`src/rtl/core/tcw_pkg.sv`:
```
// shared types and constants of the text console writer
package tcw_pkg;

  // field widths
  localparam int MODE_W      = 2;
  localparam int CHAR_W      = 8;
  localparam int IDX_W       = 11;
  localparam int CELL_W      = 16;
  localparam int POS_W       = 11;
  localparam int ATTR_W      = 8;
  localparam int IN_TDATA_W  = 24;
  localparam int OUT_TDATA_W = 32;
  localparam int OUT_PAD_W   = OUT_TDATA_W - CELL_W - POS_W;

  // configuration port
  localparam int CFG_AW = 3;
  localparam int CFG_DW = 32;
  localparam logic REG_ATTR = 1'b0;
  localparam logic [ATTR_W-1:0] ATTR_RESET = 8'h0F;

  // item modes
  localparam logic [MODE_W-1:0] MODE_PUT   = 2'd0;
  localparam logic [MODE_W-1:0] MODE_READ  = 2'd1;
  localparam logic [MODE_W-1:0] MODE_CLEAR = 2'd2;

  // character codes
  localparam logic [CHAR_W-1:0] CH_BS    = 8'h08;
  localparam logic [CHAR_W-1:0] CH_TAB   = 8'h09;
  localparam logic [CHAR_W-1:0] CH_LF    = 8'h0A;
  localparam logic [CHAR_W-1:0] CH_CR    = 8'h0D;
  localparam logic [CHAR_W-1:0] CH_SPACE = 8'h20;
  localparam logic [CHAR_W-1:0] CH_DEL   = 8'h7F;
  localparam int TAB_STEP = 8;

  // controller to datapath commands
  typedef struct packed {
    logic load_item;
    logic fill_en;
    logic fill_blank;
    logic copy_en;
    logic put_en;
    logic home_en;
    logic pos_en;
    logic out_load;
  } tcw_cmd_t;

  // datapath to controller status
  typedef struct packed {
    logic [MODE_W-1:0] in_mode;
    logic              scroll;
    logic              copy_last;
    logic              swp_end;
    logic              out_free;
  } tcw_sts_t;

endpackage

```
`src/rtl/core/tcw_regs.sv`:
```
// apb register file holding the text attribute
module tcw_regs (
  input  logic                          clk,
  input  logic                          rst_n,
  input  logic                          psel,
  input  logic                          penable,
  input  logic                          pwrite,
  input  logic [tcw_pkg::CFG_AW-1:0]    paddr,
  input  logic [tcw_pkg::CFG_DW-1:0]    pwdata,
  output logic [tcw_pkg::CFG_DW-1:0]    prdata,
  output logic                          pready,
  output logic [tcw_pkg::ATTR_W-1:0]    attr
);

  logic [tcw_pkg::ATTR_W-1:0] attr_r;
  logic [tcw_pkg::ATTR_W-1:0] attr_nxt;
  logic                       hit_attr;

  // word decode
  assign hit_attr = (paddr[tcw_pkg::CFG_AW-1] == tcw_pkg::REG_ATTR);

  // write on the access phase
  always_comb begin
    attr_nxt = attr_r;
    if (psel && penable && pwrite && hit_attr) begin
      attr_nxt = pwdata[tcw_pkg::ATTR_W-1:0];
    end
  end

  always_ff @(posedge clk) begin
    if (!rst_n) begin
      attr_r <= tcw_pkg::ATTR_RESET;
    end else begin
      attr_r <= attr_nxt;
    end
  end

  // read back
  assign prdata = hit_attr ? tcw_pkg::CFG_DW'(attr_r) : '0;
  assign pready = 1'b1;
  assign attr   = attr_r;

endmodule

```
`config.mk`:
```
export PLATFORM = sky130hd
export DESIGN_NAME = tcw_regs
export DESIGN_NICKNAME = d
export VERILOG_FILES = /design/src/rtl/core/tcw_pkg.sv /design/src/rtl/core/tcw_regs.sv
export SDC_FILE = /design/constraint.sdc
export NUM_CORES = 1
export LEC_CHECK = 0
export ABC_AREA = 1
export BUFFER_PORTS_ARGS = -buffer_cell sky130_fd_sc_hd__clkbuf_2
export CELL_PAD_IN_SITES_DETAIL_PLACEMENT = 2
export CELL_PAD_IN_SITES_GLOBAL_PLACEMENT = 2
export CORE_MARGIN = 5
export CORE_UTILIZATION = 14
export CTS_CLUSTER_SIZE = 30
export DETAILED_ROUTE_END_ITERATION = 12
export PLACE_DENSITY = 0.89
export SLEW_MARGIN = 25
export SYNTH_ARGS = -nofsm -noshare
export SYNTH_HDL_FRONTEND = slang
export SYNTH_SLANG_ARGS = --single-unit
```
`constraint.sdc`:
```
create_clock -name clk -period 0.9 [get_ports clk]
set_input_delay 0.045 -clock clk [delete_from_list [all_inputs] [get_ports clk]]
set_output_delay 0.045 -clock clk [all_outputs]
set_load 0.01 [all_outputs]
```
==> flow_metrics.py <==
metrics = {
    "run_status": {
        "status": "finished, final reports clean",
    },
    "setup_path": {
        "cp_max_fo": 3,
        "cp.depth": 3,
        "start_kind": "flip-flop",
        "crit_path_end_kind": "output port",
        "crit_end": "prdata[5]",
        "r2r_slack_ns": 0.19,
        "crit_chain": "inv_2 -> nor2_1 -> buf_2",
        "cp_num_buf_inv": 2,
        "crit_slowest_cell": "dfxtp_2",
        "crit_arrival_ns": 0.82,
        "r2r-end": "attr[6]",
        "worstRegToRegCells": 3,
        "critPathRequiredTime_ns": 0.85,
        "startpoint": "attr[5]",
        "path_delay_family": "flip-flops",
        "r2r_start": "attr[6]",
        "cpPeakStageDelay_ns": 0.34,
        "critPathKind": "flip-flop to output port",
    },
    "clocking": {
        "clk_path_buf_depth": 2,
        "htreeDepth": 1,
        "cts.sinks": 8,
        "clk_pin_slew_ns": 0.04,
        "insertion_delay_ns": 0.23,
        "ctsHoldBuffers": 0,
        "cts_made_buffers": 3,
        "clockRootBuffer": "clkbuf_8",
        "cts_tree": "yes",
    },
    "global_route": {
        "grt_use_total_pct": 6.08,
        "grt_pass1_vias": 650,
        "grt_pass1_wl_um": 2940,
        "antenna_found_initial": 0,
        "grt_max_degree": 9,
        "overflow": 0,
    },
    "sta": {
        "clock.fmax_mhz": 1150,
        "fin_crit_ns": 0.868,
        "setup_violations": 0,
        "finalClockSkew_ns": 0,
        "finalHoldViolations": 0,
        "drv_slew": 0,
        "rsz0062_at_grt": "true",
        "fin_crit_sh_pct": 96.4,
        "hold_slack_ns": 0.0295,
    },
    "finish": {
        "final-seq-area_um2": 170,
        "fin_area_um2": 812,
        "largest_reg_flops": 8,
        "syn_to_final_growth_pct": 25.8,
        "drive_above_1_share_pct": 48.8,
        "final_util_pct": 18.4,
        "fin_nets": 165,
        "multiInputGateArea_um2": 317,
        "antennaDiodeCount": 0,
        "nFillCells": 546,
        "final_cells": 175,
    },
    "route": {
        "routedWlPerCell_um": 10.0,
        "drt_wl_total_um": 1760,
        "num_vias": 564,
        "ant_nets": 0,
        "drc": 0,
        "routed_via_density": 3.22,
        "dr.pass1.iters": 2,
        "first_iter_violations": 16,
    },
    "power_and_ir_drop": {
        "power_frac_clock_pct": 41.5,
        "seq_power_share_pct": 37.1,
        "p_leak_nw": 0.495,
        "power_frac_comb_pct": 21.3,
        "switching_power_uw": 297,
        "switching_share_pct": 28.8,
        "power_density_nw_per_um2": 1270,
        "vdd_drop_max_v": 0.000290,
        "finalPower_mw": 1.03,
        "internal_power_uw": 733,
    },
    "place": {
        "portBuffers": 29,
        "hpwl_um": 1510,
        "gp_routability_congestion": 0.730,
        "place_inst": 171,
        "place_area_um2": 746,
    },
    "synth": {
        "synth_top_area_share_pct": 29.1,
        "netlist_instances": 93,
        "synth.distinct_cells": 15,
        "synth_area_leader_cell": "buf_4",
        "ys_top_cells_by_area": "buf_4, dfxtp_1, inv_1, nand2_1, nor2_1",
        "seq_area_frac_synth_pct": 24.8,
        "ys_seq_elements": 8,
        "syn_area_um2": 646,
        "syn_avg_cell_area_um2": 6.94,
        "ys_warn_count": 0,
    },
    "floorplan": {
        "rows": 24,
        "die_x_um": 77.9,
        "ios": 81,
        "fp.dieH_um": 77.9,
        "dieArea_um2": 6070,
        "core-area_um2": 4410,
        "start_util_pct": 14.6,
    },
    "job": {
        "cap_violations": 0,
    },
    "hold_path": {
        "hp-class": "primary input to flip-flop",
    },
}
-- metrics by stage --
| step | setup WS (ns) | TNS [ns] |
|---|---|---|
| 3_5_place_dp | 0.0859 | 0 |
| 5_1_grt | -0.0235 | -0.0644 |
| 6_report | 0.0320 | 0 |
| 2_1_floorplan | 0.257 | 0 |
| 4_1_cts | 0.00123 | 0 |
| 3_3_place_gp | 0.126 | 0 |
-- repair_timing --
| item | 4_1_cts | 5_1_grt |
|---|---|---|
| pin swaps | 0 | 4 |
| buffers inserted | 0 | 1 |
| setup endpoints to repair | 6 | 8 |
| resized for setup | 6 | 18 |
-- synth_stat cells --
cell type,instances
buf_4,25
inv_1,14
nand2_1,12
nor2_1,12
dfxtp_1,8
nand3_1,8
nor2_2,4
conb_1,2
nand2_4,2
buf_2,1
buf_6,1
inv_4,1
nand2_2,1
nor2_4,1
nor2_8,1
-- layout by cell type (no fill, tap or decap), types with 3 or more instances in the layout --
master	synthesis	final
conb_1	2	25
clkbuf_2	0	21
nand2_1	12	12
nor2_1	12	9
inv_1	14	9
nand3_1	8	8
dfxtp_2	0	8
buf_2	1	8
nor2_2	4	7
inv_2	0	5
clkbuf_8	0	3
-- tightest hold or removal path, delay by kind of cell --
family	cells	cell delay, ns
simple gates	2	0.10
buf+inv	1	0.07
-- worst min-delay path by stage --
stage,from,to,slack (ns),depth (start not counted)
floorplan,pwdata[0],attr[0],0.17,2
CTS,pwdata[3],attr[3],0.03,3
global placement,pwdata[1],attr[1],0.26,3
finish,pwdata[3],attr[3],0.03,3
detailed placement,pwdata[3],attr[3],0.27,3
global route,pwdata[3],attr[3],0.06,3
-- area by class of cell --
cell class                      instances  area share (%)
Clock buffer                            3            5.08
Inverter                               15            7.24
Multi-Input combinational cell         66            39.0
Sequential cell                         8            21.0
Tap cell                               52            8.01
Timing Repair Buffer                   31            19.7
-- layer usage --
metal	wire, um	vias up	part of all wire [%]	GRT usage, %
met4	19	0	1.1	4.05
li1	-	280	-	-
met2	955	28	54	10.7
met3	150	2	8.5	1.97
met5	0	-	0	0
met1	630	254	36	6.07
-- kinds of logic after synthesis --
| kind of cell | count (synthesis) | share of synthesized area [%] |
|---|---|---|
| buf+inv | 42 | 40.7 |
| simple gates | 41 | 33.3 |
| flops | 8 | 24.8 |
| other cells | 2 | 1.16 |
-- power by group through the flow --
stage | Clock (mW) | Combinational (mW) | Sequential (mW)
after floorplan | 0 | 0.215 | 0.390
after global placement | 0 | 0.207 | 0.386
after detailed placement | 0 | 0.213 | 0.386
after CTS | 0.434 | 0.215 | 0.382
after global routing | 0.449 | 0.251 | 0.385
final | 0.428 | 0.220 | 0.383
Power figures use the tool's default switching activity.
