File: src/rtl/core/tcw_pkg.sv
// shared types and constants of the text console writer
package tcw_pkg;

  // field widths
  localparam int MODE_W      = 2;
  localparam int CHAR_W      = 8;
  localparam int IDX_W       = 11;
  localparam int CELL_W      = 16;
  localparam int POS_W       = 11;
  localparam int ATTR_W      = 8;
  localparam int IN_TDATA_W  = 24;
  localparam int OUT_TDATA_W = 32;
  localparam int OUT_PAD_W   = OUT_TDATA_W - CELL_W - POS_W;

  // configuration port
  localparam int CFG_AW = 3;
  localparam int CFG_DW = 32;
  localparam logic REG_ATTR = 1'b0;
  localparam logic [ATTR_W-1:0] ATTR_RESET = 8'h0F;

  // item modes
  localparam logic [MODE_W-1:0] MODE_PUT   = 2'd0;
  localparam logic [MODE_W-1:0] MODE_READ  = 2'd1;
  localparam logic [MODE_W-1:0] MODE_CLEAR = 2'd2;

  // character codes
  localparam logic [CHAR_W-1:0] CH_BS    = 8'h08;
  localparam logic [CHAR_W-1:0] CH_TAB   = 8'h09;
  localparam logic [CHAR_W-1:0] CH_LF    = 8'h0A;
  localparam logic [CHAR_W-1:0] CH_CR    = 8'h0D;
  localparam logic [CHAR_W-1:0] CH_SPACE = 8'h20;
  localparam logic [CHAR_W-1:0] CH_DEL   = 8'h7F;
  localparam int TAB_STEP = 8;

  // controller to datapath commands
  typedef struct packed {
    logic load_item;
    logic fill_en;
    logic fill_blank;
    logic copy_en;
    logic put_en;
    logic home_en;
    logic pos_en;
    logic out_load;
  } tcw_cmd_t;

  // datapath to controller status
  typedef struct packed {
    logic [MODE_W-1:0] in_mode;
    logic              scroll;
    logic              copy_last;
    logic              swp_end;
    logic              out_free;
  } tcw_sts_t;

endpackage

File: src/rtl/core/tcw_ctrl.sv
// sequencing state machine of the text console writer
module tcw_ctrl (
  input  logic              clk,
  input  logic              rst_n,
  input  logic              in_tvalid,
  output logic              in_tready,
  input  tcw_pkg::tcw_sts_t sts,
  output tcw_pkg::tcw_cmd_t cmd
);

  typedef enum logic [8:0] {
    S_INIT   = 9'b000000001,
    S_IDLE   = 9'b000000010,
    S_PUT    = 9'b000000100,
    S_CLEAR  = 9'b000001000,
    S_POS    = 9'b000010000,
    S_SCROLL = 9'b000100000,
    S_DRAIN  = 9'b001000000,
    S_BOTTOM = 9'b010000000,
    S_DONE   = 9'b100000000
  } state_t;

  state_t state_r;
  state_t state_nxt;

  // next state and commands
  always_comb begin
    state_nxt = state_r;
    cmd       = '0;
    in_tready = 1'b0;
    case (state_r)
      S_INIT: begin
        cmd.fill_en = 1'b1;
        if (sts.swp_end) begin
          state_nxt = S_IDLE;
        end
      end
      S_IDLE: begin
        in_tready = 1'b1;
        if (in_tvalid) begin
          cmd.load_item = 1'b1;
          case (sts.in_mode)
            tcw_pkg::MODE_PUT:   state_nxt = S_PUT;
            tcw_pkg::MODE_CLEAR: state_nxt = S_CLEAR;
            default:             state_nxt = S_POS;
          endcase
        end
      end
      S_PUT: begin
        cmd.put_en = 1'b1;
        state_nxt  = S_POS;
      end
      S_CLEAR: begin
        cmd.fill_en    = 1'b1;
        cmd.fill_blank = 1'b1;
        if (sts.swp_end) begin
          cmd.home_en = 1'b1;
          state_nxt   = S_POS;
        end
      end
      S_POS: begin
        cmd.pos_en = 1'b1;
        state_nxt  = sts.scroll ? S_SCROLL : S_DONE;
      end
      S_SCROLL: begin
        cmd.copy_en = 1'b1;
        if (sts.copy_last) begin
          state_nxt = S_DRAIN;
        end
      end
      // last copy write lands here
      S_DRAIN: begin
        state_nxt = S_BOTTOM;
      end
      S_BOTTOM: begin
        cmd.fill_en    = 1'b1;
        cmd.fill_blank = 1'b1;
        if (sts.swp_end) begin
          state_nxt = S_DONE;
        end
      end
      S_DONE: begin
        if (sts.out_free) begin
          cmd.out_load = 1'b1;
          state_nxt    = S_IDLE;
        end
      end
      default: begin
        state_nxt = S_INIT;
      end
    endcase
  end

  always_ff @(posedge clk) begin
    if (!rst_n) begin
      state_r <= S_INIT;
    end else begin
      state_r <= state_nxt;
    end
  end

endmodule

File: config.mk
export PLATFORM = sky130hd
export DESIGN_NAME = tcw_ctrl
export DESIGN_NICKNAME = d
export VERILOG_FILES = /design/src/rtl/core/tcw_pkg.sv /design/src/rtl/core/tcw_ctrl.sv
export SDC_FILE = /design/constraint.sdc
export NUM_CORES = 1
export LEC_CHECK = 0
export BUFFER_PORTS_ARGS = -buffer_cell sky130_fd_sc_hd__buf_2
export CAP_MARGIN = 0
export CORE_MARGIN = 2
export CORE_UTILIZATION = 45
export DETAILED_ROUTE_END_ITERATION = 7
export GPL_ROUTABILITY_DRIVEN = 0
export PLACE_DENSITY_LB_ADDON = 0.15
export SLEW_MARGIN = 25
export SYNTH_ARGS = -nofsm -noshare
export SYNTH_HDL_FRONTEND = slang
export SYNTH_SLANG_ARGS = --single-unit
File: constraint.sdc
create_clock -name clk -period 2.7 [get_ports clk]
set_input_delay 0.54 -clock clk [delete_from_list [all_inputs] [get_ports clk]]
set_output_delay 0.54 -clock clk [all_outputs]
set_load 0.02 [all_outputs]
==> results of run 1 <==
-- per-stage QoR --
| step | instances | cell area (µm²) | power, mW | worst slack (ns) |
|---|---|---|---|---|
| finish | 118 | 774 | 0.514 | 0.499 |
| global route | 118 | 774 | 0.556 | 0.323 |
| CTS | 118 | 774 | 0.518 | 0.499 |
| detailed placement | 114 | 748 | 0.406 | 0.801 |
| global placement | 114 | 748 | 0.405 | 0.855 |
| floorplan | 86 | 676 | 0.346 | 0.846 |
-- area by class of cell --
| class | count | area share, % |
|---|---|---|
| multi-input cells | 69 | 58.0 |
| flip-flops and latches | 9 | 23.3 |
| repair buffers | 17 | 11.0 |
| clock buffers | 4 | 3.39 |
| well taps | 15 | 2.42 |
| inverters | 4 | 1.94 |
-- cells in the mapped netlist (all sizes together) --
library cell and instances:
nor2 11, dfxtp 9, nand2 7, a21oi 5, and3 5, nor3 5, o21ai 5, buf 4
inv 4, nand3 3, nand4 3, nand4b 3, xnor2 3, and2 2, nor2b 2, nor3b 2
nor4 2, o211ai 2, and2b 1, mux2i 1, nand3b 1, o21a 1, o2bb2ai 1, o31a 1
o32a 1, or3 1, or4 1
-- power by group --
group / switching, mW / total, mW / internal (mW)
logic: 0.138 / 0.229 / 0.0909
registers: 0.0276 / 0.176 / 0.148
clock network: 0.0521 / 0.109 / 0.0573
-- worst min-delay path: cells and delay by family --
family	cells	cell delay [ns]
and+or+nand+nor	1	0.06
muxes	1	0.06
buffers and inverters	1	0.10
-- kinds of logic after synthesis --
kind of cell	Yosys count	synth area share, %
AOI/OAI and AO/OA	16	16.1
buffers and inverters	8	6.85
DFF	9	26.7
and+or+nand+nor	49	45.0
xor gates and xnor gates	3	3.89
muxes	1	1.48
-- final timing paths --
check	from	to	slack, ns	cells past startpoint
worst max-delay path	state_r[2]	cmd[7]	0.50	5
worst min-delay path	sts[5]	state_r[3]	0.55	3
worst max register to register	state_r[2]	state_r[6]	0.93	5
worst min register to register	state_r[0]	state_r[0]	0.61	2
-- metal layers --
| layer | track usage (%) | share of wire [%] |
|---|---|---|
| met5 | 0 | 0 |
| met3 | 9.79 | 5.6 |
| met2 | 30.0 | 46 |
| met4 | 10.0 | 1.9 |
| met1 | 25.3 | 47 |
==> impl_metrics.py, run 1 <==
metrics = {
    "run_status": {
        "status": "completed",
    },
    "layout": {
        "syn_to_final_growth_pct": 14.6,
        "largest_register_ffs": 9,
        "final_common_cell": "buf_2",
        "fillers": 129,
        "multi_input_area_um2": 449,
        "layout-drive-gt1-share_pct": 28.2,
        "reg.largest.list": "state_r (9)",
        "regMostFlops": "state_r",
        "seq_area_um2": 180,
        "utilization_pct": 57.4,
        "antenna_cells": 0,
        "layout_common_cells": "buf_2, nor2_1, dfxtp_1",
        "final_nets": 113,
    },
    "worst_setup_path": {
        "timing_worst_setup_path_type": "flop to output pin",
        "crit_fanout": 10,
        "slowest_stage": "dfxtp_1",
        "crit_path_end_kind": "output pin",
        "cp.arrival_ns": 1.66,
        "cp_top_family": "simple AND/OR/NAND/NOR gates",
        "cp_num_buf_inv": 2,
        "critPathLaunchType": "flop",
        "crit_chain": "nor4_2 -> nand4b_1 -> inv_2 -> and2_1 -> buf_2",
        "cp_data_required_time_ns": 2.16,
        "cp_slowest_stage_delay_ns": 0.42,
    },
    "cts": {
        "insertion_delay_ns": 0.27,
        "cts_num_sinks": 9,
        "postCtsHoldBufs": 0,
        "post_cts_buffers": 0,
        "cts_resized": 0,
        "clk_path_buf_depth": 2,
        "cts_buffers": 3,
        "cts_root_buf": "clkbuf_4",
        "clk_pin_slew_ns": 0.06,
        "htreeDepth": 1,
        "cts_tree": "built",
    },
    "sta": {
        "relSlewSlack_pct": 72.6,
        "setup_viol": 0,
        "report.final.slew_viol_count": 0,
        "hold_viol": 0,
        "setup_tns_ns": 0,
        "post-route-period-util_pct": 81.5,
        "skew_ns": 0.00346,
        "period_minus_slack_ns": 2.20,
        "rsz0062_at_grt": "false",
        "fmax_ghz": 0.454,
        "fin_hold_ws_ns": 0.545,
        "tightest_slew_ns": 0.410,
    },
    "floorplanning": {
        "die_w_um": 42.8,
        "die_h_um": 42.8,
        "io_pins": 18,
        "start_util_pct": 50.0,
        "core-area_um2": 1350,
        "core.rowCount": 13,
        "dieArea_um2": 1830,
    },
    "routing": {
        "wl_per_cell_um": 13.8,
        "ant_nets": 0,
        "drtPass1Iterations": 4,
        "viasPerCell": 5.77,
        "drcViolationCount": 0,
        "vias": 681,
        "drt_iter0_drc": 25,
        "routed_wl_um": 1630,
    },
    "synth": {
        "synth.cell_area_um2": 676,
        "ys_seq_area_share_pct": 26.7,
        "yosys_register_bits": 9,
        "synth_top_area_share_pct": 26.7,
        "yosys.area.top_type": "dfxtp_1",
        "ys.warnings.count": 0,
        "synthTopCellsByArea": "dfxtp_1, nor2_1, nor3_4",
        "syn-num-nets": 95,
        "syn_inst": 86,
        "syn_avg_cell_area_um2": 7.86,
        "synth_cell_type_count": 35,
    },
    "place": {
        "dp_hpwl_um": 1240,
        "portBuffers": 17,
    },
    "global_route": {
        "grt_usage_pct": 20.6,
        "grt_pass1_vias": 638,
        "grt_max_degree": 11,
        "antenna_found_initial": 0,
        "grt_overflow": 0,
        "grt_pass1_wl_um": 2830,
    },
    "run": {
        "max_cap_viol_count": 0,
    },
    "worst_hold_path": {
        "hold_class": "input pin to flop",
    },
    "power": {
        "p_per_area_nw_per_um2": 664,
        "p_leak_nw": 0.330,
        "ir_worst_vdd_mv": 0.387,
    },
}
No activity file was read; power rests on OpenSTA's default activity.
==> inputs of run 2 (changes only) <==
- clock period: 2.7 -> 1.8 ns (I/O delays scaled with it)
==> run 2 against run 1 <==
Net effect: the run now ends with setup timing left; clock-buffer cell count did not move; utilization increased by 14 points; routed wire length is 26% higher; global-route usage grew 3.2 points; sequential cell count did not move; worst setup slack worse by 0.51 ns; critical path depth unchanged; critical endpoint unchanged; largest power group unchanged.
==> impl_metrics.py, run 2 (synthesis gave the netlist of run 1 again) <==
metrics = {
    "run_status": {
        "status": "finished with violations",
        "violations": "setup timing",
    },
    "worst_setup_path": {
        "slowest_stage": "dfxtp_4",
        "critPathLaunchType": "flop",
        "cp_num_buf_inv": 2,
        "cp.arrival_ns": 1.45,
        "crit_path_end_kind": "output pin",
        "cp_data_required_time_ns": 1.44,
        "crit_fanout": 4,
        "cp_top_family": "simple AND/OR/NAND/NOR gates",
        "crit_chain": "nor4_4 -> nand4b_1 -> inv_2 -> and2_4 -> buf_6",
        "cp_slowest_stage_delay_ns": 0.36,
        "timing_worst_setup_path_type": "flop to output pin",
    },
    "layout": {
        "layout-drive-gt1-share_pct": 50.0,
        "regMostFlops": "state_r",
        "reg.largest.list": "state_r (9)",
        "antenna_cells": 0,
        "layout_common_cells": "buf_4, buf_2, nor2_1",
        "largest_register_ffs": 9,
        "final_nets": 126,
        "seq_area_um2": 200,
        "fillers": 98,
        "multi_input_area_um2": 497,
        "final_area_um2": 966,
        "syn_to_final_growth_pct": 43.0,
        "final_common_cell": "buf_4",
    },
    "floorplanning": {
        "dieArea_um2": 1830,
        "die_h_um": 42.8,
        "core-area_um2": 1350,
        "core.rowCount": 13,
        "die_w_um": 42.8,
        "io_pins": 18,
        "start_util_pct": 50.0,
    },
    "routing": {
        "wl_per_cell_um": 15.7,
        "drtPass1Iterations": 4,
        "ant_nets": 0,
        "drt_iter0_drc": 39,
        "drcViolationCount": 0,
        "viasPerCell": 5.84,
        "routed_wl_um": 2060,
        "vias": 765,
    },
    "cts": {
        "clk_path_buf_depth": 2,
        "htreeDepth": 1,
        "clk_pin_slew_ns": 0.06,
        "postCtsHoldBufs": 0,
        "cts_root_buf": "clkbuf_4",
        "cts_num_sinks": 9,
        "cts_buffers": 3,
        "cts_tree": "built",
        "insertion_delay_ns": 0.27,
    },
    "sta": {
        "post-route-period-util_pct": 101,
        "tightest_slew_ns": 0.376,
        "setup_tns_ns": -0.00998,
        "report.final.slew_viol_count": 0,
        "setup_viol": 2,
        "hold_viol": 0,
        "skew_ns": 0.000405,
        "worst_slack_ns": -0.00964,
        "rsz0062_at_grt": "true",
        "period_minus_slack_ns": 1.81,
        "relSlewSlack_pct": 74.9,
        "fmax_ghz": 0.553,
    },
    "global_route": {
        "grt_pass1_vias": 746,
        "grt_max_degree": 9,
        "antenna_found_initial": 0,
        "grt_usage_pct": 23.8,
        "grt_overflow": 0,
        "grt_pass1_wl_um": 3260,
    },
    "place": {
        "portBuffers": 17,
        "place_area_um2": 793,
        "dp_hpwl_um": 1400,
    },
    "power": {
        "ir_worst_vdd_mv": 0.720,
        "p_per_area_nw_per_um2": 942,
        "p_leak_nw": 0.407,
    },
    "worst_hold_path": {
        "hold_class": "input pin to flop",
    },
    "run": {
        "max_cap_viol_count": 0,
    },
}
-- run 2: cell types whose count changed in the layout (fill, tap and decap cells not counted), moves of 2 or more --
cell     previous run  this run
nor4_2              2         0
dfxtp_4             0         4
nor2_1             11         8
buf_4               0        16
dfxtp_1             9         1
nor2_2              0         3
nor4_4              0         2
buf_2              17        11
dfxtp_2             0         4
buf_6               0         3
-- run 2: final timing paths --
path / endpoint / cells after the start / slack [ns] / startpoint
setup / recovery: cmd[7] / 5 / -0.01 / state_r[8]
hold / removal: state_r[3] / 3 / 0.37 / sts[5]
setup reg to reg: state_r[8] / 5 / 0.10 / state_r[0]
hold reg to reg: state_r[5] / 2 / 0.56 / state_r[4]
-- run 2: area by class of cell --
class,count,share of cell area [%]
timing repair buffer,30,21.6
sequential,9,20.7
tap,15,1.94
inverter,4,1.55
multi-input combinational,69,51.4
clock buffer,4,2.72
-- run 2: metrics by stage --
stage	power, mW	instances	setup slack [ns]	hold WS (ns)	utilization (%)
after floorplan	0.520	86	0.126	0.459	-
after global placement	0.617	120	0.109	0.584	58.8
after detailed placement	0.622	120	0.109	0.596	58.8
after CTS	0.841	127	0.00686	0.365	65.0
after global routing	0.975	131	-0.101	0.372	71.5
final	0.910	131	-0.00964	0.366	71.5
-- run 2: worst register-to-register path, delay by kind of cell (launching register included) --
kind	cells	cell delay [ns]
AND/OR/NAND/NOR	4	1.00
AO/OA/AOI/OAI	1	0.27
flip-flops	1	0.37
-- run 2: report_power, final --
part	internal, mW	switching, mW	leakage (nW)	total [mW]
registers	0.227	0.0509	0.0774	0.278
clock network	0.0858	0.0755	0.0150	0.161
logic	0.228	0.242	0.315	0.470
-- run 2: what timing repair did --
action | in CTS | in global routing
pin swaps | 3 | 8
gates resized for setup | 11 | 20
buffers inserted | 3 | 4
endpoints found under the setup margin | 9 | 8
-- run 2: per-layer routing --
layer | GRT usage [%] | share of wire [%]
met5 | 0 | 0
met4 | 8.75 | 2.6
met3 | 9.36 | 5.6
met2 | 41.5 | 51
met1 | 25.6 | 41
